`src/design/rsag_pkg.sv`:
```
// rsag_pkg: shared widths, register indexes, config and result types and the
// size clamp helper for the rotation sample address generator.
// No dependencies.
`timescale 1ns / 1ps

package rsag_pkg;

    localparam int COORD_BITS = 12;
    localparam int FRAC_BITS  = 16;

    localparam int STEP_BITS  = FRAC_BITS + 2;
    localparam int START_BITS = COORD_BITS + FRAC_BITS + 1;
    localparam int POS_BITS   = COORD_BITS + FRAC_BITS + 2;
    localparam int SIZE_BITS  = COORD_BITS + 1;

    localparam int CFG_INDEX_BITS = 8;
    localparam int CFG_DATA_BITS  = 32;

    localparam int IN_DATA_BITS  = 8;
    localparam int OUT_DATA_BITS = ((4 * COORD_BITS + 7) / 8) * 8;

    // register indexes
    localparam logic [CFG_INDEX_BITS-1:0] REG_COS_STEP   = CFG_INDEX_BITS'(0);
    localparam logic [CFG_INDEX_BITS-1:0] REG_SIN_STEP   = CFG_INDEX_BITS'(1);
    localparam logic [CFG_INDEX_BITS-1:0] REG_START_X    = CFG_INDEX_BITS'(2);
    localparam logic [CFG_INDEX_BITS-1:0] REG_START_Y    = CFG_INDEX_BITS'(3);
    localparam logic [CFG_INDEX_BITS-1:0] REG_SRC_WIDTH  = CFG_INDEX_BITS'(4);
    localparam logic [CFG_INDEX_BITS-1:0] REG_SRC_HEIGHT = CFG_INDEX_BITS'(5);
    localparam logic [CFG_INDEX_BITS-1:0] REG_OUT_WIDTH  = CFG_INDEX_BITS'(6);
    localparam logic [CFG_INDEX_BITS-1:0] REG_OUT_HEIGHT = CFG_INDEX_BITS'(7);

    localparam logic [SIZE_BITS-1:0] SIZE_MAX = {1'b1, {COORD_BITS{1'b0}}};
    localparam logic [STEP_BITS-1:0] STEP_ONE = STEP_BITS'(1) << FRAC_BITS;

    // sizes are kept already clamped
    typedef struct packed {
        logic signed [STEP_BITS-1:0]  cos_step;
        logic signed [STEP_BITS-1:0]  sin_step;
        logic signed [START_BITS-1:0] start_x;
        logic signed [START_BITS-1:0] start_y;
        logic [SIZE_BITS-1:0]         src_width;
        logic [SIZE_BITS-1:0]         src_height;
        logic [SIZE_BITS-1:0]         out_width;
        logic [SIZE_BITS-1:0]         out_height;
    } cfg_t;

    typedef struct packed {
        logic                  frame_last;
        logic [COORD_BITS-1:0] out_y;
        logic [COORD_BITS-1:0] out_x;
        logic                  in_bounds;
        logic [COORD_BITS-1:0] src_y;
        logic [COORD_BITS-1:0] src_x;
    } result_t;

    // sizes above the coordinate range saturate; zero may stand for one
    function automatic logic [SIZE_BITS-1:0] clamp_size(
        input logic [SIZE_BITS-1:0] s,
        input logic                 zero_is_one
    );
        logic [SIZE_BITS-1:0] r;
        if (s > SIZE_MAX) begin
            r = SIZE_MAX;
        end else if ((s == '0) && zero_is_one) begin
            r = SIZE_BITS'(1);
        end else begin
            r = s;
        end
        return r;
    endfunction

endpackage

```
`src/design/rotation_sample_address_generator.sv`:
```
// rotation_sample_address_generator: top level, ties config registers,
// raster walker and output skid stage. Depends on rsag_pkg, rsag_cfg_regs,
// rsag_walker and rsag_out_skid.
`timescale 1ns / 1ps

// Usage
//  s_ channel: one request per output pixel, in raster order; s_tdata[0] is
//   restart, which places that pixel at output (0,0) and loads the start
//   position. After the last pixel of a frame the walk wraps to (0,0) itself.
//  m_ channel: one result per request. m_tdata holds src_x, src_y, out_x,
//   out_y; m_tuser holds in_bounds (low means fill with the color key);
//   m_tlast marks the final pixel of the output frame.
//  cfg channel: register writes by index, always ready; writes are to be
//   taken only while idle, not enforced by the block. Steps and sizes act
//   at once, start_x/start_y at the next frame start. Results are registered.
//  Throughput: one pixel per cycle while s_tready is high; the walk update
//   is four 30-bit adds and four 13-bit compares side by side between the
//   walk registers and the output register.
//  Stall: a two-entry output stage keeps taking requests while the receiver
//   holds m_tready low, until both entries are full; s_tready is then low.
//  Reset: sync, active low; registers return to unit cos step, zero sin and
//   start, full-size images; the walk restarts at output (0,0), no results
//   are pending.
module rotation_sample_address_generator (
    input  logic                               aclk,
    input  logic                               aresetn,
    // input requests
    input  logic                               s_tvalid,
    output logic                               s_tready,
    input  logic [rsag_pkg::IN_DATA_BITS-1:0]  s_tdata,   // [0] restart
    // results
    output logic                               m_tvalid,
    input  logic                               m_tready,
    output logic [rsag_pkg::OUT_DATA_BITS-1:0] m_tdata,   // src_x, src_y, out_x, out_y
    output logic [0:0]                         m_tuser,   // in_bounds
    output logic                               m_tlast,
    // configuration writes
    input  logic                               cfg_valid,
    output logic                               cfg_ready,
    input  logic [rsag_pkg::CFG_INDEX_BITS-1:0] cfg_index,
    input  logic [rsag_pkg::CFG_DATA_BITS-1:0]  cfg_data
);
    import rsag_pkg::*;

    cfg_t    cfg;
    result_t walk_result;
    result_t out_result;
    logic    accept;

    // only bit zero of the input word carries a field
    assign accept = s_tvalid && s_tready;

    rsag_cfg_regs u_cfg_regs (
        .aclk      (aclk),
        .aresetn   (aresetn),
        .cfg_valid (cfg_valid),
        .cfg_ready (cfg_ready),
        .cfg_index (cfg_index),
        .cfg_data  (cfg_data),
        .cfg       (cfg)
    );

    rsag_walker u_walker (
        .aclk    (aclk),
        .aresetn (aresetn),
        .accept  (accept),
        .restart (s_tdata[0]),
        .cfg     (cfg),
        .result  (walk_result)
    );

    rsag_out_skid u_out_skid (
        .aclk      (aclk),
        .aresetn   (aresetn),
        .in_valid  (s_tvalid),
        .in_ready  (s_tready),
        .in_data   (walk_result),
        .out_valid (m_tvalid),
        .out_ready (m_tready),
        .out_data  (out_result)
    );

    // pack coordinates, zero-filled up to whole bytes
    assign m_tdata = OUT_DATA_BITS'({out_result.out_y, out_result.out_x,
                                     out_result.src_y, out_result.src_x});
    assign m_tuser = out_result.in_bounds;
    assign m_tlast = out_result.frame_last;

endmodule

```
`src/design/rsag_cfg_regs.sv`:
```
// rsag_cfg_regs: configuration register file, sizes stored clamped.
// Depends on rsag_pkg.
`timescale 1ns / 1ps

module rsag_cfg_regs (
    input  logic                               aclk,
    input  logic                               aresetn,
    input  logic                               cfg_valid,
    output logic                               cfg_ready,
    input  logic [rsag_pkg::CFG_INDEX_BITS-1:0] cfg_index,
    input  logic [rsag_pkg::CFG_DATA_BITS-1:0]  cfg_data,
    output rsag_pkg::cfg_t                     cfg
);
    import rsag_pkg::*;

    cfg_t cfg_reg;
    cfg_t cfg_next;
    logic [SIZE_BITS-1:0] size_wr;

    assign cfg_ready = 1'b1;
    assign cfg       = cfg_reg;
    assign size_wr   = cfg_data[SIZE_BITS-1:0];

    always_comb begin
        cfg_next = cfg_reg;
        if (cfg_valid) begin
            case (cfg_index)
                REG_COS_STEP:   cfg_next.cos_step   = cfg_data[STEP_BITS-1:0];
                REG_SIN_STEP:   cfg_next.sin_step   = cfg_data[STEP_BITS-1:0];
                REG_START_X:    cfg_next.start_x    = cfg_data[START_BITS-1:0];
                REG_START_Y:    cfg_next.start_y    = cfg_data[START_BITS-1:0];
                REG_SRC_WIDTH:  cfg_next.src_width  = clamp_size(size_wr, 1'b0);
                REG_SRC_HEIGHT: cfg_next.src_height = clamp_size(size_wr, 1'b0);
                REG_OUT_WIDTH:  cfg_next.out_width  = clamp_size(size_wr, 1'b1);
                REG_OUT_HEIGHT: cfg_next.out_height = clamp_size(size_wr, 1'b1);
                default: ;  // unknown index, ignored
            endcase
        end
    end

    always_ff @(posedge aclk) begin
        if (!aresetn) begin
            cfg_reg.cos_step   <= STEP_ONE;
            cfg_reg.sin_step   <= '0;
            cfg_reg.start_x    <= '0;
            cfg_reg.start_y    <= '0;
            cfg_reg.src_width  <= SIZE_MAX;
            cfg_reg.src_height <= SIZE_MAX;
            cfg_reg.out_width  <= SIZE_MAX;
            cfg_reg.out_height <= SIZE_MAX;
        end else begin
            cfg_reg <= cfg_next;
        end
    end

endmodule

```
`src/design/rsag_walker.sv`:
```
// rsag_walker: raster walk state (row base, position, counters) and the
// per-pixel source coordinate and bounds logic. Depends on rsag_pkg.
`timescale 1ns / 1ps

module rsag_walker (
    input  logic              aclk,
    input  logic              aresetn,
    input  logic              accept,
    input  logic              restart,
    input  rsag_pkg::cfg_t    cfg,
    output rsag_pkg::result_t result
);
    import rsag_pkg::*;

    logic [POS_BITS-1:0]   base_x_reg, base_y_reg, pos_x_reg, pos_y_reg;
    logic [POS_BITS-1:0]   base_x_next, base_y_next, pos_x_next, pos_y_next;
    logic [COORD_BITS-1:0] col_reg, row_reg, col_next, row_next;

    logic [POS_BITS-1:0]   start_x_ext, start_y_ext, cs_ext, sn_ext;
    logic [POS_BITS-1:0]   cur_bx, cur_by, cur_px, cur_py, row_bx, row_by;
    logic [COORD_BITS-1:0] cur_col, cur_row;
    logic [SIZE_BITS-1:0]  ip_x, ip_y;
    logic                  ok_x, ok_y, in_image, row_end, frame_end;

    assign start_x_ext = {{(POS_BITS-START_BITS){cfg.start_x[START_BITS-1]}}, cfg.start_x};
    assign start_y_ext = {{(POS_BITS-START_BITS){cfg.start_y[START_BITS-1]}}, cfg.start_y};
    assign cs_ext      = {{(POS_BITS-STEP_BITS){cfg.cos_step[STEP_BITS-1]}}, cfg.cos_step};
    assign sn_ext      = {{(POS_BITS-STEP_BITS){cfg.sin_step[STEP_BITS-1]}}, cfg.sin_step};

    // restart puts this pixel at the frame origin
    assign cur_bx  = restart ? start_x_ext : base_x_reg;
    assign cur_by  = restart ? start_y_ext : base_y_reg;
    assign cur_px  = restart ? start_x_ext : pos_x_reg;
    assign cur_py  = restart ? start_y_ext : pos_y_reg;
    assign cur_col = restart ? '0 : col_reg;
    assign cur_row = restart ? '0 : row_reg;

    // negative positions are always outside
    assign ip_x     = cur_px[POS_BITS-2:FRAC_BITS];
    assign ip_y     = cur_py[POS_BITS-2:FRAC_BITS];
    assign ok_x     = !cur_px[POS_BITS-1] && (ip_x < cfg.src_width);
    assign ok_y     = !cur_py[POS_BITS-1] && (ip_y < cfg.src_height);
    assign in_image = ok_x && ok_y;

    assign row_end   = ({1'b0, cur_col} + SIZE_BITS'(1)) >= cfg.out_width;
    assign frame_end = row_end && (({1'b0, cur_row} + SIZE_BITS'(1)) >= cfg.out_height);

    assign result.src_x      = in_image ? ip_x[COORD_BITS-1:0] : '0;
    assign result.src_y      = in_image ? ip_y[COORD_BITS-1:0] : '0;
    assign result.in_bounds  = in_image;
    assign result.out_x      = cur_col;
    assign result.out_y      = cur_row;
    assign result.frame_last = frame_end;

    // next row base: rotate the column step by a quarter turn
    assign row_bx = cur_bx - sn_ext;
    assign row_by = cur_by + cs_ext;

    always_comb begin
        base_x_next = base_x_reg;
        base_y_next = base_y_reg;
        pos_x_next  = pos_x_reg;
        pos_y_next  = pos_y_reg;
        col_next    = col_reg;
        row_next    = row_reg;
        if (accept) begin
            if (frame_end) begin
                base_x_next = start_x_ext;
                base_y_next = start_y_ext;
                pos_x_next  = start_x_ext;
                pos_y_next  = start_y_ext;
                col_next    = '0;
                row_next    = '0;
            end else if (row_end) begin
                base_x_next = row_bx;
                base_y_next = row_by;
                pos_x_next  = row_bx;
                pos_y_next  = row_by;
                col_next    = '0;
                row_next    = cur_row + COORD_BITS'(1);
            end else begin
                base_x_next = cur_bx;
                base_y_next = cur_by;
                pos_x_next  = cur_px + cs_ext;
                pos_y_next  = cur_py + sn_ext;
                col_next    = cur_col + COORD_BITS'(1);
                row_next    = cur_row;
            end
        end
    end

    always_ff @(posedge aclk) begin
        if (!aresetn) begin
            base_x_reg <= '0;
            base_y_reg <= '0;
            pos_x_reg  <= '0;
            pos_y_reg  <= '0;
            col_reg    <= '0;
            row_reg    <= '0;
        end else begin
            base_x_reg <= base_x_next;
            base_y_reg <= base_y_next;
            pos_x_reg  <= pos_x_next;
            pos_y_reg  <= pos_y_next;
            col_reg    <= col_next;
            row_reg    <= row_next;
        end
    end

`ifndef SYNTH
    a_frame_wrap: assert property (@(posedge aclk) disable iff (!aresetn)
        accept && frame_end |=> (col_reg == '0) && (row_reg == '0))
        else $error("counters not cleared after last pixel of frame");
    a_row_start: assert property (@(posedge aclk) disable iff (!aresetn)
        accept && row_end && !frame_end |=>
            (pos_x_reg == base_x_reg) && (pos_y_reg == base_y_reg) && (col_reg == '0))
        else $error("new row does not start at its row base");
    a_oob_zero: assert property (@(posedge aclk) disable iff (!aresetn)
        accept && !in_image |-> (result.src_x == '0) && (result.src_y == '0))
        else $error("out of bounds pixel carries a nonzero source address");
`endif

endmodule

```
`src/design/rsag_out_skid.sv`:
```
// rsag_out_skid: two-entry output register and skid stage for result items.
// Depends on rsag_pkg.
`timescale 1ns / 1ps

module rsag_out_skid (
    input  logic              aclk,
    input  logic              aresetn,
    input  logic              in_valid,
    output logic              in_ready,
    input  rsag_pkg::result_t in_data,
    output logic              out_valid,
    input  logic              out_ready,
    output rsag_pkg::result_t out_data
);
    import rsag_pkg::*;

    result_t main_data_reg, skid_data_reg;
    logic    main_valid_reg, skid_valid_reg;
    logic    push, pop;

    assign in_ready  = !skid_valid_reg;
    assign out_valid = main_valid_reg;
    assign out_data  = main_data_reg;
    assign push      = in_valid && in_ready;
    assign pop       = main_valid_reg && out_ready;

    always_ff @(posedge aclk) begin
        if (!aresetn) begin
            main_valid_reg <= 1'b0;
            skid_valid_reg <= 1'b0;
        end else if (skid_valid_reg) begin
            if (pop) begin
                skid_valid_reg <= 1'b0;
            end
        end else if (push) begin
            if (main_valid_reg && !pop) begin
                skid_valid_reg <= 1'b1;
            end
            main_valid_reg <= 1'b1;
        end else if (pop) begin
            main_valid_reg <= 1'b0;
        end
    end

    // payload, no reset
    always_ff @(posedge aclk) begin
        if (skid_valid_reg) begin
            if (pop) begin
                main_data_reg <= skid_data_reg;
            end
        end else if (push) begin
            if (main_valid_reg && !pop) begin
                skid_data_reg <= in_data;
            end else begin
                main_data_reg <= in_data;
            end
        end
    end

`ifndef SYNTH
    a_skid_behind_main: assert property (@(posedge aclk) disable iff (!aresetn)
        skid_valid_reg |-> main_valid_reg)
        else $error("skid entry held with empty output register");
    a_stall_to_skid: assert property (@(posedge aclk) disable iff (!aresetn)
        push && main_valid_reg && !pop |=> skid_valid_reg && (skid_data_reg == $past(in_data)))
        else $error("request taken during stall not parked in skid entry");
    a_skid_drain: assert property (@(posedge aclk) disable iff (!aresetn)
        skid_valid_reg && pop |=> main_valid_reg && (main_data_reg == $past(skid_data_reg)))
        else $error("skid entry lost when output drained");
`endif

endmodule
```
`config.mk`:
```
export PLATFORM = sky130hd
export DESIGN_NAME = rotation_sample_address_generator
export DESIGN_NICKNAME = d
export VERILOG_FILES = /design/src/design/rsag_pkg.sv /design/src/design/rotation_sample_address_generator.sv /design/src/design/rsag_cfg_regs.sv /design/src/design/rsag_walker.sv /design/src/design/rsag_out_skid.sv
export SDC_FILE = /design/constraint.sdc
export NUM_CORES = 1
export LEC_CHECK = 0
export ABC_AREA = 1
export BUFFER_PORTS_ARGS = -buffer_cell sky130_fd_sc_hd__clkbuf_2
export CELL_PAD_IN_SITES_DETAIL_PLACEMENT = 1
export CELL_PAD_IN_SITES_GLOBAL_PLACEMENT = 2
export CORE_AREA = 2 2 218 435
export CTS_BUF_LIST = sky130_fd_sc_hd__clkbuf_4 sky130_fd_sc_hd__clkbuf_8
export DETAILED_ROUTE_END_ITERATION = 16
export DIE_AREA = 0 0 220 437
export PLACE_DENSITY = 0.7
export SETUP_SLACK_MARGIN = 0.4
export SLEW_MARGIN = 30
export SYNTH_ARGS = -nofsm -noshare
export SYNTH_HDL_FRONTEND = slang
export SYNTH_SLANG_ARGS = --single-unit
```
`constraint.sdc`:
```
create_clock -name aclk -period 5.12 [get_ports aclk]
set_input_delay 0.256 -clock aclk [delete_from_list [all_inputs] [get_ports aclk]]
set_output_delay 0.256 -clock aclk [all_outputs]
set_load 0.02 [all_outputs]
```
==> results.toml <==
[cts]
cts_buffer_depth = 3
cts-root-buf = "clkbuf_8"
clk_latency_ns = 0.76
cts_setup_buffers = 0
cts.clk_slew.worst_paths_ns = 0.07
h-tree-depth = 3
cts_made_buffers = 68
postCtsResizedCells = 0
holdBufCountCts = 31
cts_tree = "built"
clock_sinks = 392

[place]
dp_hpwl_um = 98200
globalplace.congestion = 0.866
placedCellCount = 5630
numPortBuffers = 94

[final_layout]
drive_above_1_share = 0.0666
mostFrequentLayoutCells = "nand2_1 (1537), inv_1 (643), nor2_1 (378), a21oi_1 (365), o21ai_0 (328)"
final_common_cell = "nand2_1"
largest_register_ffs = 146
num-fill-cells = 12200
syn_to_final_growth_pct = 13.2
stdcell_count = 5785
final_nets = 4756

[sta]
post-route-period-util = 0.806
hold_viol_final = 0
grt_setup_unrepaired = "false"
max_freq_mhz = 242
setup_viol = 0
setup_tns_ns = 0
fin_worst_skew_ns = 0.0478
slew_violations = 0
tightest_slew_ns = 0.961
slew_headroom = 0.358
fin_crit_ns = 4.13

[detailed_routing]
drc = 0
vias = 28600
postRouteAntennaNets = 0
drt_iter0_drc = 1094
drt_pass1_iterations = 5
drt-total-wl_um = 127000
wire_per_inst_um = 21.9
vias_per_cell = 4.95

[global_route]
met3_usage = 0.0263
use_met2 = 0.510
grt_pass1_vias = 30100
met1_usage = 0.264
busiest_layer = "met2"
grt_overflow_total = 0
antenna_found_initial = 5
grt_max_degree = 174
track_usage = 0.266
grt_pass1_wl_um = 188000

[floorplanning]
num_rows = 158
ioPinCount = 106
die_h_um = 437
die_x_um = 220
coreArea_um2 = 92500
dieArea_um2 = 96100
initial_core_util = 0.300

[synth]
syn-cell-area_um2 = 27700
synth_cells = 4441
synth-seq-cells = 392
syn_nets = 4666
ys.flop_type = "dfxtp_1"
yosys_warnings = 0
avgSynthCellArea_um2 = 6.24
synth-async-reset-ratio = 0
yosys-top-cells-area = "dfxtp_1 (21%), nand2_1 (21%), edfxtp_1 (11%)"
seq_area_frac_synth = 0.319
yosysTopAreaCell = "dfxtp_1"
yosys.area.top_type_share = 0.211
synth_edf_count = 100
ys_types = 44

[critical_path]
cp-endpoint = "u_walker.row_reg[3]"
timing.rr.end = "u_walker.row_reg[3]"
crit_required_ns = 5.71
path_class = "reg2reg"
r2r-start = "u_walker.col_reg[1]"
critPathLaunchType = "register"
cp.arrival_ns = 4.72
cp-end-kind = "register"
crit_fanout = 23
startpoint = "u_walker.col_reg[1]"
r2r_slack_ns = 0.99
r2r_cells = 21

[outcome]
status = "finished clean"

[flow_run]
cap_violations = 0

[hold_path]
hold_path_depth = 5
hp-class = "in2reg"

[power]
p_leak_uw = 0.0162
ir_worst_vdd_uv = 195
power.density_nw_per_um2 = 252
power breakdown:
| part | internal, µW | switching (µW) |
|---|---|---|
| combinational | 337 | 836 |
| clock | 1830 | 1560 |
| sequential | 3290 | 50.8 |
| total | 5450 | 2450 |
area by class of cell:
cell class / count / area (µm²) / share of cell area
multi-input combinational: 3236 / 15700 / 0.501
sequential: 392 / 8850 / 0.282
inverter: 653 / 2460 / 0.0783
tap: 1200 / 1500 / 0.0479
timing repair buffer: 180 / 1320 / 0.0419
clock buffer: 92 / 1190 / 0.0380
clock inverter: 30 / 320 / 0.0102
antenna: 2 / 5.00 / 0.000160
per-stage QoR:
step | util | cell area (µm²) | hold slack (ns) | total power, µW | setup slack [ns]
after floorplan | - | 27700 | 0.386 | 4120 | 1.41
after global placement | 0.319 | 29500 | 0.453 | 4560 | 0.766
after detailed placement | 0.319 | 29500 | 0.459 | 4570 | 0.693
after CTS | 0.339 | 31400 | 0.0353 | 8020 | 0.963
after global routing | 0.339 | 31400 | 0.118 | 8250 | 0.598
final | 0.339 | 31400 | 0.0810 | 7900 | 0.994
worst max-delay path, cell delays in order (launching register included):
cell and delay (ns):
dfxtp_1 0.33, inv_1 0.06, nor2_1 0.09, buf_4 0.16, ha_1 0.20, nand3_1 0.15
nor3_2 0.26, nand4_1 0.21, xnor2_1 0.27, ha_1 0.30, a21oi_1 0.14, o21ai_0 0.12
a21oi_1 0.23, nand3_4 0.25, clkinv_2 0.39, buf_12 0.24, buf_12 0.18, nand2_1 0.05
o21ai_0 0.07, nor2_1 0.06, nor2_1 0.11, nor2_1 0.04
cell usage after synthesis, types with 2 or more instances:
master / n
nand3_2: 2
edfxtp_1: 100
or2_2: 7
clkbuf_2: 2
and2_1: 10
buf_6: 3
nor2_1: 383
nand3_1: 195
o21bai_1: 20
nand3b_1: 18
buf_4: 4
nor4_1: 3
nand2_2: 3
inv_1: 646
o21ai_0: 329
a22oi_1: 6
xor2_1: 39
dfxtp_1: 292
a21o_1: 2
nand4_1: 68
clkbuf_1: 83
nand2_1: 1538
inv_2: 6
a21oi_1: 365
nor2_4: 4
nor3_1: 24
buf_2: 62
nor3_2: 3
fa_1: 4
o211ai_1: 6
a31oi_1: 2
ha_1: 168
xnor2_1: 28
buf_1: 6
metal layers:
layer | vias up | wire length [µm]
met2 | 490 | 68500
met3 | 254 | 3060
met5 | - | 10
met1 | 13700 | 45500
li1 | 14200 | -
met4 | 2 | 9780
cell families after synthesis:
logic type / share of synthesized area
buf+inv: 0.114
compound gates: 0.136
xor+xnor: 0.0212
flops: 0.319
other cells: 0.000135
simple gates: 0.331
fa+ha+maj: 0.0787
worst min path at each step:
stage	end	start	slack (ns)
floorplan	u_cfg_regs.cfg[12]	cfg_data[12]	0.39
global placement	u_walker.col_reg[2]	u_walker.col_reg[2]	0.45
detailed placement	u_walker.col_reg[2]	u_walker.col_reg[2]	0.46
CTS	u_cfg_regs.cfg[120]	cfg_index[1]	0.04
global route	u_cfg_regs.cfg[120]	cfg_index[1]	0.12
finish	u_cfg_regs.cfg[13]	cfg_index[0]	0.08
(Power assumes the default switching activity.)
